File: src/pdru_pkg.sv
package pdru_pkg;

    localparam int NUM_SLOTS  = 4;
    localparam int SLOT_IDX_W = (NUM_SLOTS > 1) ? $clog2(NUM_SLOTS) : 1;
    localparam int SLOT_W     = 4;

    localparam int FACE_W  = 16;
    localparam int TS_W    = 64;
    localparam int TOKEN_W = 64;
    localparam int NONCE_W = 32;
    localparam int LIFE_W  = 32;
    localparam int TPS_W   = 34;
    localparam int CNT_W   = 8;

    localparam int S_DATA_W = 216;
    localparam int M_DATA_W = 72;

    localparam int CFG_IDX_W  = 1;
    localparam int CFG_DATA_W = 34;
    localparam logic [CFG_IDX_W-1:0] CFG_MAX_LIFETIME  = 1'b0;
    localparam logic [CFG_IDX_W-1:0] CFG_TICKS_PER_SEC = 1'b1;

    localparam logic [LIFE_W-1:0] MAX_LIFETIME_RST  = 32'd120000;
    localparam logic [TPS_W-1:0]  TICKS_PER_SEC_RST = 34'd1000000000;

    // long division of the 66-bit product by 1000, one byte per cycle
    localparam int PROD_W     = LIFE_W + TPS_W;
    localparam int DIV_STEP_W = 8;
    localparam int DIV_STEPS  = (PROD_W + DIV_STEP_W - 1) / DIV_STEP_W;
    localparam int DIV_W      = DIV_STEPS * DIV_STEP_W;
    localparam int DIV_CNT_W  = $clog2(DIV_STEPS + 1);
    localparam int REM_W      = 10;
    localparam logic [REM_W:0] MS_PER_SEC = 11'd1000;

    typedef struct packed {
        logic load;
        logic scan_step;
        logic fail;
        logic mul;
        logic sum;
        logic div_step;
        logic add;
        logic commit;
        logic emit;
    } cmd_t;

    typedef struct packed {
        logic scan_hit;
        logic scan_last;
        logic div_last;
        logic out_busy;
    } sts_t;

endpackage

File: src/pit_downstream_record_update.sv
// Downstream record keeper for one pending-interest entry.
// Slave stream (s_*): one beat per interest; s_tuser carries the new-entry
// flag, s_tdata the face, timestamp, token, prefix flag, nonce and lifetime.
// Master stream (m_*): one beat per interest with ok, slot index, replace and
// drop flags, reschedule flag and the entry expiry after the update.
// Config port: cfg_we writes cfg_data to register cfg_index (0 max lifetime
// in ms, 1 ticks per second); write only while no interest is in flight.
// One interest is handled at a time. The slot scan checks one slot per cycle;
// a taken slot then goes through a multiply, a sum, the byte-per-cycle
// divide by 1000, an add and an update step. A rejected interest scans all
// four slots. The result sits in an output register; a stalled m_tready
// holds the next finished result inside until the register frees.
// s_tready is high only while the block is idle.
// Reset clears all slot valid bits, the prefix count and the entry expiry,
// and loads the default configuration.
module pit_downstream_record_update (
    input  logic                              clk,
    input  logic                              rst_n,
    input  logic                              cfg_we,
    input  logic [pdru_pkg::CFG_IDX_W-1:0]    cfg_index,
    input  logic [pdru_pkg::CFG_DATA_W-1:0]   cfg_data,
    input  logic                              s_tvalid,
    output logic                              s_tready,
    // [15:0] face, [79:16] timestamp, [143:80] pit_token, [144] can_be_prefix,
    // [176:145] nonce, [208:177] lifetime_ms, [215:209] zero
    input  logic [pdru_pkg::S_DATA_W-1:0]     s_tdata,
    // [0] new_entry
    input  logic                              s_tuser,
    output logic                              m_tvalid,
    input  logic                              m_tready,
    // [0] ok, [4:1] slot, [5] replace_representative, [6] drop_packet,
    // [7] reschedule, [71:8] entry_expiry
    output logic [pdru_pkg::M_DATA_W-1:0]     m_tdata
);
    import pdru_pkg::*;

    cmd_t cmd;
    sts_t sts;

    pdru_ctrl u_ctrl (
        .clk      (clk),
        .rst_n    (rst_n),
        .s_tvalid (s_tvalid),
        .s_tready (s_tready),
        .sts      (sts),
        .cmd      (cmd)
    );

    pdru_dp u_dp (
        .clk       (clk),
        .rst_n     (rst_n),
        .cfg_we    (cfg_we),
        .cfg_index (cfg_index),
        .cfg_data  (cfg_data),
        .s_tdata   (s_tdata),
        .s_tuser   (s_tuser),
        .m_tvalid  (m_tvalid),
        .m_tready  (m_tready),
        .m_tdata   (m_tdata),
        .cmd       (cmd),
        .sts       (sts)
    );

endmodule

File: src/pdru_ctrl.sv
module pdru_ctrl (
    input  logic           clk,
    input  logic           rst_n,
    input  logic           s_tvalid,
    output logic           s_tready,
    input  pdru_pkg::sts_t sts,
    output pdru_pkg::cmd_t cmd
);
    import pdru_pkg::*;

    typedef enum logic [2:0] {
        ST_IDLE,
        ST_SCAN,
        ST_MUL,
        ST_SUM,
        ST_DIV,
        ST_ADD,
        ST_UPDATE,
        ST_DONE
    } state_t;

    state_t state_reg;
    state_t state_next;

    always_comb
    begin
        state_next = state_reg;
        cmd        = '0;
        s_tready   = 1'b0;
        unique case (state_reg)
            ST_IDLE:
            begin
                s_tready = 1'b1;
                if (s_tvalid)
                begin
                    cmd.load   = 1'b1;
                    state_next = ST_SCAN;
                end
            end
            ST_SCAN:
            begin
                cmd.scan_step = 1'b1;
                if (sts.scan_hit)
                begin
                    state_next = ST_MUL;
                end
                else if (sts.scan_last)
                begin
                    cmd.fail   = 1'b1;
                    state_next = ST_DONE;
                end
            end
            ST_MUL:
            begin
                cmd.mul    = 1'b1;
                state_next = ST_SUM;
            end
            ST_SUM:
            begin
                cmd.sum    = 1'b1;
                state_next = ST_DIV;
            end
            ST_DIV:
            begin
                cmd.div_step = 1'b1;
                if (sts.div_last)
                begin
                    state_next = ST_ADD;
                end
            end
            ST_ADD:
            begin
                cmd.add    = 1'b1;
                state_next = ST_UPDATE;
            end
            ST_UPDATE:
            begin
                cmd.commit = 1'b1;
                state_next = ST_DONE;
            end
            ST_DONE:
            begin
                if (!sts.out_busy)
                begin
                    cmd.emit   = 1'b1;
                    state_next = ST_IDLE;
                end
            end
            default:
            begin
                state_next = ST_IDLE;
            end
        endcase
    end

    always_ff @(posedge clk or negedge rst_n)
    begin
        if (!rst_n)
        begin
            state_reg <= ST_IDLE;
        end
        else
        begin
            state_reg <= state_next;
        end
    end

endmodule

File: src/pdru_dp.sv
module pdru_dp (
    input  logic                                  clk,
    input  logic                                  rst_n,
    input  logic                                  cfg_we,
    input  logic [pdru_pkg::CFG_IDX_W-1:0]        cfg_index,
    input  logic [pdru_pkg::CFG_DATA_W-1:0]       cfg_data,
    input  logic [pdru_pkg::S_DATA_W-1:0]         s_tdata,
    input  logic                                  s_tuser,
    output logic                                  m_tvalid,
    input  logic                                  m_tready,
    output logic [pdru_pkg::M_DATA_W-1:0]         m_tdata,
    input  pdru_pkg::cmd_t                        cmd,
    output pdru_pkg::sts_t                        sts
);
    import pdru_pkg::*;

    // configuration
    logic [LIFE_W-1:0] max_life_reg;
    logic [TPS_W-1:0]  tps_reg;

    // item
    logic               new_reg;
    logic [FACE_W-1:0]  face_reg;
    logic [TS_W-1:0]    ts_reg;
    logic [TOKEN_W-1:0] token_reg;
    logic               cbp_reg;
    logic [NONCE_W-1:0] nonce_reg;
    logic [LIFE_W-1:0]  life_reg;

    logic [FACE_W-1:0]  in_face;
    logic [TS_W-1:0]    in_ts;
    logic [TOKEN_W-1:0] in_token;
    logic               in_cbp;
    logic [NONCE_W-1:0] in_nonce;
    logic [LIFE_W-1:0]  in_life;

    // slot store
    logic [NUM_SLOTS-1:0] slot_valid_reg;
    logic [FACE_W-1:0]    slot_face_reg   [NUM_SLOTS];
    logic [TS_W-1:0]      slot_expiry_reg [NUM_SLOTS];
    logic                 slot_prefix_reg [NUM_SLOTS];
    logic [TOKEN_W-1:0]   slot_token_reg  [NUM_SLOTS];
    logic [NONCE_W-1:0]   slot_nonce_reg  [NUM_SLOTS];

    logic [CNT_W-1:0]  prefix_cnt_reg;
    logic [TS_W-1:0]   entry_exp_reg;
    logic [SLOT_W-1:0] last_slot_reg;

    // scan
    logic [SLOT_IDX_W-1:0] scan_reg;
    logic                  slot_free;
    logic                  slot_match;
    logic                  slot_expired;

    // expiry arithmetic
    logic [TS_W-1:0]         p_lo_reg;
    logic [LIFE_W+1:0]       p_hi_reg;
    logic [DIV_W-1:0]        div_reg;
    logic [DIV_W-1:0]        div_next;
    logic [REM_W-1:0]        rem_reg;
    logic [REM_W-1:0]        rem_next;
    logic [DIV_CNT_W-1:0]    div_cnt_reg;
    logic [TS_W-1:0]         exp_reg;

    // update
    logic [CNT_W-1:0] cnt_base;
    logic [TS_W-1:0]  entry_base;
    logic             raise;

    // result
    logic res_ok_reg;
    logic res_repl_reg;
    logic res_drop_reg;
    logic res_resched_reg;
    logic m_tvalid_reg;
    logic [M_DATA_W-1:0] m_tdata_reg;

    assign in_face  = s_tdata[15:0];
    assign in_ts    = s_tdata[79:16];
    assign in_token = s_tdata[143:80];
    assign in_cbp   = s_tdata[144];
    assign in_nonce = s_tdata[176:145];
    assign in_life  = s_tdata[208:177];

    always_ff @(posedge clk or negedge rst_n)
    begin
        if (!rst_n)
        begin
            max_life_reg <= MAX_LIFETIME_RST;
            tps_reg      <= TICKS_PER_SEC_RST;
        end
        else if (cfg_we)
        begin
            unique case (cfg_index)
                CFG_MAX_LIFETIME:  max_life_reg <= cfg_data[LIFE_W-1:0];
                CFG_TICKS_PER_SEC: tps_reg      <= cfg_data[TPS_W-1:0];
                default:           ;
            endcase
        end
    end

    always_ff @(posedge clk)
    begin
        if (cmd.load)
        begin
            new_reg   <= s_tuser;
            face_reg  <= in_face;
            ts_reg    <= in_ts;
            token_reg <= in_token;
            cbp_reg   <= in_cbp;
            nonce_reg <= in_nonce;
            life_reg  <= (in_life > max_life_reg) ? max_life_reg : in_life;
        end
    end

    // scan one slot per cycle
    assign slot_free    = !slot_valid_reg[scan_reg];
    assign slot_match   = slot_face_reg[scan_reg] == face_reg;
    assign slot_expired = slot_expiry_reg[scan_reg] < ts_reg;

    assign sts.scan_hit  = new_reg || slot_free || slot_match || slot_expired;
    assign sts.scan_last = scan_reg == SLOT_IDX_W'(NUM_SLOTS - 1);
    assign sts.div_last  = div_cnt_reg == DIV_CNT_W'(DIV_STEPS - 1);
    assign sts.out_busy  = m_tvalid_reg && !m_tready;

    always_ff @(posedge clk or negedge rst_n)
    begin
        if (!rst_n)
        begin
            scan_reg <= '0;
        end
        else if (cmd.load)
        begin
            scan_reg <= '0;
        end
        else if (cmd.scan_step && !sts.scan_hit && !sts.scan_last)
        begin
            scan_reg <= scan_reg + 1'b1;
        end
    end

    // restoring division by 1000, a byte of the dividend per cycle
    always_comb
    begin
        logic [REM_W:0]        t;
        logic [REM_W-1:0]      r;
        logic [DIV_STEP_W-1:0] q;
        r = rem_reg;
        q = '0;
        for (int k = 0; k < DIV_STEP_W; k++)
        begin
            t = {r, div_reg[DIV_W-1-k]};
            if (t >= MS_PER_SEC)
            begin
                t = t - MS_PER_SEC;
                q[DIV_STEP_W-1-k] = 1'b1;
            end
            r = t[REM_W-1:0];
        end
        rem_next = r;
        div_next = {div_reg[DIV_W-DIV_STEP_W-1:0], q};
    end

    always_ff @(posedge clk)
    begin
        if (cmd.mul)
        begin
            p_lo_reg <= life_reg * tps_reg[31:0];
            p_hi_reg <= life_reg * tps_reg[TPS_W-1:32];
        end
        if (cmd.sum)
        begin
            div_reg <= DIV_W'({2'b00, p_lo_reg}) + DIV_W'({p_hi_reg, 32'd0});
            rem_reg <= '0;
        end
        else if (cmd.div_step)
        begin
            div_reg <= div_next;
            rem_reg <= rem_next;
        end
        if (cmd.add)
        begin
            exp_reg <= ts_reg + div_reg[TS_W-1:0];
        end
    end

    always_ff @(posedge clk or negedge rst_n)
    begin
        if (!rst_n)
        begin
            div_cnt_reg <= '0;
        end
        else if (cmd.sum)
        begin
            div_cnt_reg <= '0;
        end
        else if (cmd.div_step)
        begin
            div_cnt_reg <= div_cnt_reg + 1'b1;
        end
    end

    assign cnt_base   = new_reg ? '0 : prefix_cnt_reg;
    assign entry_base = new_reg ? '0 : entry_exp_reg;
    assign raise      = exp_reg > entry_base;

    always_ff @(posedge clk or negedge rst_n)
    begin
        if (!rst_n)
        begin
            slot_valid_reg  <= '0;
            prefix_cnt_reg  <= '0;
            entry_exp_reg   <= '0;
            last_slot_reg   <= '0;
            res_ok_reg      <= 1'b0;
            res_repl_reg    <= 1'b0;
            res_drop_reg    <= 1'b0;
            res_resched_reg <= 1'b0;
        end
        else
        begin
            // an expired slot returns its prefix flag before reuse
            if (cmd.scan_step && !new_reg && !slot_free && !slot_match && slot_expired)
            begin
                prefix_cnt_reg <= prefix_cnt_reg - CNT_W'(slot_prefix_reg[scan_reg]);
            end
            if (cmd.fail)
            begin
                res_ok_reg      <= 1'b0;
                res_repl_reg    <= 1'b0;
                res_drop_reg    <= 1'b0;
                res_resched_reg <= 1'b0;
            end
            if (cmd.commit)
            begin
                slot_valid_reg  <= (new_reg ? {NUM_SLOTS{1'b0}} : slot_valid_reg)
                                   | (NUM_SLOTS'(1) << scan_reg);
                prefix_cnt_reg  <= cnt_base + CNT_W'(cbp_reg);
                entry_exp_reg   <= raise ? exp_reg : entry_base;
                last_slot_reg   <= SLOT_W'(scan_reg);
                res_ok_reg      <= 1'b1;
                res_repl_reg    <= !new_reg && (cnt_base != CNT_W'(cbp_reg));
                res_drop_reg    <= !new_reg && (cnt_base == CNT_W'(cbp_reg));
                res_resched_reg <= raise;
            end
        end
    end

    always_ff @(posedge clk)
    begin
        if (cmd.commit)
        begin
            slot_face_reg[scan_reg]   <= face_reg;
            slot_expiry_reg[scan_reg] <= exp_reg;
            slot_prefix_reg[scan_reg] <= cbp_reg;
            slot_token_reg[scan_reg]  <= token_reg;
            slot_nonce_reg[scan_reg]  <= nonce_reg;
        end
    end

    // output register
    always_ff @(posedge clk or negedge rst_n)
    begin
        if (!rst_n)
        begin
            m_tvalid_reg <= 1'b0;
        end
        else if (cmd.emit)
        begin
            m_tvalid_reg <= 1'b1;
        end
        else if (m_tready)
        begin
            m_tvalid_reg <= 1'b0;
        end
    end

    always_ff @(posedge clk)
    begin
        if (cmd.emit)
        begin
            m_tdata_reg <= {entry_exp_reg, res_resched_reg, res_drop_reg, res_repl_reg,
                            res_ok_reg ? last_slot_reg : SLOT_W'(0), res_ok_reg};
        end
    end

    assign m_tvalid = m_tvalid_reg;
    assign m_tdata  = m_tdata_reg;

endmodule
File: config.mk
export PLATFORM = sky130hd
export DESIGN_NAME = pit_downstream_record_update
export DESIGN_NICKNAME = d
export VERILOG_FILES = /design/src/pdru_pkg.sv /design/src/pit_downstream_record_update.sv /design/src/pdru_ctrl.sv /design/src/pdru_dp.sv
export SDC_FILE = /design/constraint.sdc
export NUM_CORES = 2
export LEC_CHECK = 0
export BUFFER_PORTS_ARGS = -buffer_cell sky130_fd_sc_hd__buf_2
export CORE_MARGIN = 3
export CORE_UTILIZATION = 64
export CTS_CLUSTER_DIAMETER = 120
export DETAILED_ROUTE_END_ITERATION = 7
export PLACE_DENSITY = 0.88
export REMOVE_ABC_BUFFERS = 1
export SLEW_MARGIN = 20
export SYNTH_ARGS = -nofsm -noshare
export SYNTH_HDL_FRONTEND = slang
export SYNTH_SLANG_ARGS = --single-unit
File: constraint.sdc
create_clock -name clk -period 12.44 [get_ports clk]
set_input_delay 1.244 -clock clk [delete_from_list [all_inputs] [get_ports clk]]
set_output_delay 1.244 -clock clk [all_outputs]
set_load 0.02 [all_outputs]
Yosys cells after proc, flatten, opt, wreduce, memory -nomap -nowiden --
Memory sizes are Yosys's and may differ from the RTL's. Cells that the tools add are included.
Cells by class: add/sub/neg operators 14, multipliers 2, order comparisons 12, equality and inequality tests 16, shift operators 1, mux-type cells 59, bitwise operators 2, reductions and logical operators 27
Operators with widths (count):
- $mux 72 | 2
- $mux 64 | 2
- $ge 11x10->1 const B | 8
- $mux 10 | 8
- $sub 10x10->10 const B | 8
- $add 64x66->67 | 1
- $add 64x64->64 | 1
- $gt 64x64->1 | 1
- $lt 64x64->1 | 1
- $mul 32x32->64 | 1
- $mul 32x2->34 | 1
- $gt 32x32->1 | 1
- $mux 32 | 1
- $mux 1 | 30
- $mux 8 | 3
- $pmux 3 s8 | 1
- $eq 16x16->1 | 1
- $mux 3 | 5
- $eq 3x3->1 const B | 4
- $mux 4 | 3
- $reduce_bool 2->1 | 5
- $logic_and 1x1->1 | 9
- $add 8x1->8 | 1
- $eq 8x1->1 | 1
- 21 further kinds | 34
Word-level totals: register bits 586, RAM bits 324, input bits 257, output and inout port bits 74, word-level logic and storage cells 162, memories 3
Memory list:
- u_dp.slot_expiry_reg | depth 4, width 64, rd ports 1, clocked after Yosys merged registers in 0, wr ports 1, line pdru_dp.sv:40 | logic [TS_W-1:0] slot_expiry_reg [NUM_SLOTS];
- u_dp.slot_face_reg | depth 4, width 16, rd ports 1, clocked after Yosys merged registers in 0, wr ports 1, line pdru_dp.sv:39 | logic [FACE_W-1:0] slot_face_reg [NUM_SLOTS];
- u_dp.slot_prefix_reg | depth 4, width 1, rd ports 1, clocked after Yosys merged registers in 0, wr ports 1, line pdru_dp.sv:41 | logic slot_prefix_reg [NUM_SLOTS];

Longest topological paths before layout --
depth in word-level cells 18, mapped depth 38, mapped depth without buffers 37

Modules after synthesis --
Synthesis repeated with hierarchy kept, for this count alone.
Second synthesis, totals: cell total of the unflattened synthesis 6983, area total of the unflattened synthesis 76598.5 um2
Modules (own cells, without submodules):
- pdru_dp | instances 1, cells an instance 6945, area an instance 76293.2 um2, sequential area each 26385.3 um2
- pdru_ctrl | instances 1, cells an instance 38, area an instance 305.3 um2, sequential area each 75.1 um2

Worst setup path after synthesis --
No wires, ideal clock.
path kind register -> register, start point register u_dp.life_reg[17], end point register u_dp.p_lo_reg[63] (data pin), setup time 0.263 ns, data arrival time 8.331 ns, required time 12.177 ns, slack 3.846 ns, cell stages (with the launch flop) 34, period minus slack after synthesis 8.594 ns, path through edfxtp_1 > clkbuf_1 > clkbuf_1 > nand2_1 > fa_1 > inv_1 > fa_1 > inv_1 > fa_1 > inv_1 > fa_1 > inv_1 > fa_1 > inv_1 > fa_1 > fa_1 > inv_1 > fa_1 > inv_1 > ha_1 > and3_1 > a211oi_1 > nor3_1 > a31o_2 > a221oi_1 > o21ai_0 > a211oi_1 > nor3_1 > o311ai_0 > a21oi_1 > nor4_1 > o21bai_1 > a311oi_1 > xnor2_1
Between the ends: cells in the longest elaborated chain, start to end 1
RTL lines:
- start, declared | line pdru_dp.sv:28 | logic [LIFE_W-1:0] life_reg;
- start signal, assigned | line pdru_dp.sv:112 | life_reg <= (in_life > max_life_reg) ? max_life_reg : in_life;
- $mul 32x32->64 | line pdru_dp.sv:168 | p_lo_reg <= life_reg * tps_reg[31:0];
- end signal, assigned | line pdru_dp.sv:168
- end, declared | line pdru_dp.sv:56 | logic [TS_W-1:0] p_lo_reg;
No other way between the ends. A chain may end at the register's enable or synchronous reset.

Worst setup path in the final report --
start point register u_dp.rem_reg[3], end point register u_dp.rem_reg[6]
Between the ends: cells in the longest elaborated chain, start to end 16
RTL lines:
- start, declared | line pdru_dp.sv:60 | logic [REM_W-1:0] rem_reg;
- start signal, assigned | line pdru_dp.sv:179 | rem_reg <= rem_next;
- $sub 10x10->10 or $ge 11x10->1 (tied branches) | line pdru_dp.sv:155, pdru_dp.sv:153
- $mux 10 (*) | line pdru_dp.sv:153 | if (t >= MS_PER_SEC)
- $sub 10x10->10 or $ge 11x10->1 (tied branches) | line pdru_dp.sv:155, pdru_dp.sv:153
- $mux 10 (*) | line pdru_dp.sv:153
- $sub 10x10->10 or $ge 11x10->1 (tied branches) | line pdru_dp.sv:155, pdru_dp.sv:153
- $mux 10 (*) | line pdru_dp.sv:153
- $sub 10x10->10 or $ge 11x10->1 (tied branches) | line pdru_dp.sv:155, pdru_dp.sv:153
- $mux 10 (*) | line pdru_dp.sv:153
- $sub 10x10->10 or $ge 11x10->1 (tied branches) | line pdru_dp.sv:155, pdru_dp.sv:153
- $mux 10 (*) | line pdru_dp.sv:153
- $sub 10x10->10 or $ge 11x10->1 (tied branches) | line pdru_dp.sv:155, pdru_dp.sv:153
- $mux 10 (*) | line pdru_dp.sv:153
- $ge 11x10->1 or $sub 10x10->10 (tied branches) | line pdru_dp.sv:153, pdru_dp.sv:155
- $mux 10 (*) | line pdru_dp.sv:153
- $sub 10x10->10 or $ge 11x10->1 (tied branches) | line pdru_dp.sv:155, pdru_dp.sv:153
- $mux 10 (*) | line pdru_dp.sv:153
Every way passes the cells marked *; elsewhere a longest branch is shown, timed or not.

==> results.rst <==
.. list-table::
   :header-rows: 1

   * - Metric
     - Value
   * - Number of max-cap violations
     - 0
   * - Area leader, netlist
     - sky130_fd_sc_hd__edfxtp_1
   * - CP Class
     - register to register
   * - Sequential element share of the synthesized area
     - 34.5%
   * - Main area contributors after synthesis
     - sky130_fd_sc_hd__edfxtp_1 (29%), sky130_fd_sc_hd__fa_1 (23%), sky130_fd_sc_hd__ha_1 (9.3%)
   * - Least-Margin Pin Slew
     - 1060 ps
   * - Startpoint of the lowest-slack register-to-register path
     - u_dp.rem_reg[3]$_SDFFE_PP0P_
   * - Detailed placement HPWL
     - between 100000 and 150000 µm
   * - Fraction of registers with async set/reset
     - 17.4%
   * - Capturing point of the worst reg2reg path
     - u_dp.rem_reg[6]$_SDFFE_PP0P_
   * - Hold Crit Class
     - register to register
   * - Critical path launch point type
     - register
   * - Clock transition at the register clock pins on the worst setup and hold paths after CTS
     - about 70 ps
   * - Number of synthesized register bits
     - 910
   * - Highest metal layer used by the detailed router
     - met4
   * - Ratio of cells with drive above 1 in the final layout
     - 9.19%
   * - Top fanout value on the critical path
     - 14
   * - Max-slew violations
     - 0
   * - Top_reg_cell synth
     - sky130_fd_sc_hd__edfxtp_1
   * - Run status
     - finished clean
   * - Crit-path most repeated cell
     - sky130_fd_sc_hd__ha_1
   * - Count of flip-flops with a built-in enable after synthesis
     - approximately 740
   * - Clock tree buffer depth
     - 3
   * - Setup crit start
     - u_dp.rem_reg[3]$_SDFFE_PP0P_
   * - I/O Pins
     - 331
   * - Worst clock skew on the final layout
     - around 67 ps
   * - Horiz. Die Dim
     - 352 µm
   * - CTS Root Buffer Type
     - sky130_fd_sc_hd__clkbuf_16
   * - Initial antenna violation count
     - 4
   * - Final layout net count
     - a little under 9000
   * - Largest register FFs
     - 256
   * - Count of port buffers added during placement
     - roughly 230
   * - Pin count of the biggest net entering global routing
     - 109
   * - Area of the core
     - 119000 µm²
   * - Number of buffers inserted for hold repair after clock tree synthesis
     - 0
   * - Drt wl/cell
     - between 20 and 25 µm
   * - Reg2reg path depth
     - 37
   * - Global-route wire length before repair
     - between 300000 and 400000 µm
   * - Cell at the slowest stage of the critical path
     - sky130_fd_sc_hd__a2111oi_2
   * - Number of remaining DRC errors
     - 0
   * - Length of routed wiring on met1
     - 69100 µm
   * - Arrival @ worst endpoint
     - 11750 ps
   * - H-Tree Level Count
     - 3
   * - Total congestion overflow after global routing
     - 0
   * - Initial Utilization
     - 64.8%
   * - Final Hold Vio Count
     - 0
   * - Insertion delay to the later sink of the worst-skew pair
     - roughly 750 ps
   * - Cells resized by post-CTS repair
     - 0
   * - Number of clock sinks
     - approximately 900
   * - Number of global-route vias before repair
     - just under 60000
   * - Setup TNS Final
     - 0 ps
   * - First-pass DRT Iterations
     - 8
   * - Ranking of synthesized cells by instance count
     - sky130_fd_sc_hd__inv_1 (1172), sky130_fd_sc_hd__nand2_1 (1094), sky130_fd_sc_hd__fa_1 (899), sky130_fd_sc_hd__edfxtp_1 (742), sky130_fd_sc_hd__ha_1 (569)
   * - Post-CTS Repair Setup Buffers
     - 0
   * - Mean cell area of the mapped netlist
     - 10.8 µm²
   * - CP required
     - 13070 ps
   * - Crit path largest cell delay
     - 620 ps
   * - Synthesis-to-layout area growth
     - 7.78%
   * - Synthesis Warnings
     - 0
   * - Netlist cell types
     - 107
   * - Number of placement rows
     - 126
   * - Routed Antenna Nets
     - 0
   * - WHS Path Cells
     - 0
   * - Die ar.
     - 124000 µm²
   * - Relative slew slack
     - between 20 and 30%
   * - DR iter-0 viols
     - just under 6000
   * - Met3 WL
     - 24200 µm
   * - TritonCTS clock tree
     - done
   * - Final period demand of the worst path
     - around 11000 ps
   * - RSZ-0062 raised after global routing
     - false
   * - DR vias
     - 55100
   * - Peak clock frequency supported by timing
     - 0.0899 GHz
   * - Setup crit end kind
     - register
   * - Area share of the largest cell type after synthesis
     - around 29%
   * - Clock buffer count from CTS
     - between 90 and 100
   * - Slack of the worst reg-to-reg path
     - 1320 ps
   * - Vertical die dimension
     - 352 µm
   * - Library cell with the highest instance count after synthesis
     - sky130_fd_sc_hd__inv_1
   * - Routability congestion estimate from global placement
     - 0.941
   * - Total length of routed wires
     - approximately 200000 µm
   * - Synthesized area
     - around 77000 µm²
   * - Final period util
     - 89.4%
   * - Endpoint of the most critical setup path
     - u_dp.rem_reg[6]$_SDFFE_PP0P_
   * - Syn Inst Count
     - a little over 7000
   * - Total global-route track usage
     - 32.5%
   * - Average via count per standard cell
     - 6.20
   * - Final setup violating endpoints
     - 0
   * - Met2 wire length
     - 94800 µm
critical path, delay by kind of cell (launching register included):
family	cells	cell delay, ps
DFF	1	460
muxes	1	500
xor gates and xnor gates	4	1820
buffers and inverters	3	460
adders and majority gates	4	1080
AOI/OAI and AO/OA	16	4650
and+or+nand+nor	9	2040
worst min path at each step:
stage	endpoint	slack, ps	start
2_1_floorplan	u_dp.rem_reg[0]$_SDFFE_PP0P_	420	u_dp.div_reg[64]$_DFFE_PP_
3_3_place_gp	u_dp.m_tdata[6]$_DFFE_PP_	440	u_dp.res_drop_reg$_DFFE_PN0P_
3_5_place_dp	u_dp.m_tdata[7]$_DFFE_PP_	440	u_dp.res_resched_reg$_DFFE_PN0P_
4_1_cts	u_dp.last_slot_reg[1]$_DFFE_PN0P_	450	rst_n
5_1_grt	u_dp.m_tdata[5]$_DFFE_PP_	480	u_dp.res_repl_reg$_DFFE_PN0P_
6_report	u_dp.m_tdata[5]$_DFFE_PP_	460	u_dp.res_repl_reg$_DFFE_PN0P_
layout by cell type, fill, tap and decap left out, types with 21 or more instances in the layout:
| cell | instances |
|---|---|
| sky130_fd_sc_hd__a21o_1 | 92 |
| sky130_fd_sc_hd__a21oi_1 | 209 |
| sky130_fd_sc_hd__a22o_1 | 67 |
| sky130_fd_sc_hd__a31oi_1 | 25 |
| sky130_fd_sc_hd__and2_1 | 307 |
| sky130_fd_sc_hd__and3_1 | 27 |
| sky130_fd_sc_hd__buf_2 | 224 |
| sky130_fd_sc_hd__buf_4 | 74 |
| sky130_fd_sc_hd__clkbuf_16 | 96 |
| sky130_fd_sc_hd__clkinv_2 | 21 |
| sky130_fd_sc_hd__dfrtp_1 | 134 |
| sky130_fd_sc_hd__edfxtp_1 | 742 |
| sky130_fd_sc_hd__fa_1 | 899 |
| sky130_fd_sc_hd__ha_1 | 569 |
| sky130_fd_sc_hd__inv_1 | 1171 |
| sky130_fd_sc_hd__mux2_2 | 39 |
| sky130_fd_sc_hd__mux4_2 | 82 |
| sky130_fd_sc_hd__nand2_1 | 1094 |
| sky130_fd_sc_hd__nand2b_1 | 110 |
| sky130_fd_sc_hd__nand3_1 | 51 |
| sky130_fd_sc_hd__nand4_1 | 42 |
| sky130_fd_sc_hd__nor2_1 | 182 |
| sky130_fd_sc_hd__nor2b_1 | 48 |
| sky130_fd_sc_hd__nor3_1 | 63 |
| sky130_fd_sc_hd__o211ai_1 | 22 |
| sky130_fd_sc_hd__o21a_1 | 31 |
| sky130_fd_sc_hd__o21ai_0 | 229 |
| sky130_fd_sc_hd__o21bai_1 | 24 |
| sky130_fd_sc_hd__o31ai_1 | 22 |
| sky130_fd_sc_hd__or3_1 | 25 |
| sky130_fd_sc_hd__xnor2_1 | 154 |
| sky130_fd_sc_hd__xor2_1 | 39 |
per-layer routing:
metal	GRT usage, %	vias to the layer above
li1	-	23500
met1	39.7	27200
met2	53.7	3548
met3	8.92	926
met4	16.0	0
met5	0	-
cell type report:
| class | count | area (µm²) |
|---|---|---|
| flip-flops and latches | 910 | 26500 |
| repair buffers | 301 | 1740 |
| diodes | 4 | 10.0 |
| fillers | 7747 | 35800 |
| clock buffers | 117 | 2590 |
| clock inverters | 61 | 739 |
| inverters | 1172 | 4400 |
| well taps | 1600 | 2000 |
| multi-input cells | 4722 | 44800 |
cell families after synthesis:
logic type | count (synthesis) | share of synthesized area, %
AND/OR/NAND/NOR | 2028 | 12.3
buffers and inverters | 1481 | 7.30
adder cells (fa/ha/maj) | 1469 | 32.7
flip-flops | 910 | 34.5
AO/OA/AOI/OAI | 890 | 7.74
XOR/XNOR | 195 | 2.25
multiplexers | 138 | 3.22
other | 1 | 0.00488
per-stage QoR:
stage	utilization, %	setup slack, ps	hold WS (ps)	cells	instance area [µm²]
CTS	69.8	1540	449	8881	82700
finish	69.8	1320	462	8887	82800
global route	69.8	632	481	8884	82800
detailed placement	66.9	1620	441	8703	79400
global placement	66.9	1820	439	8703	79400
floorplan	-	3750	418	6804	75600
Power is left out: the tool's default activity adds up to more than one toggle a clock period on the data nets, which glitch-free logic cannot reach.
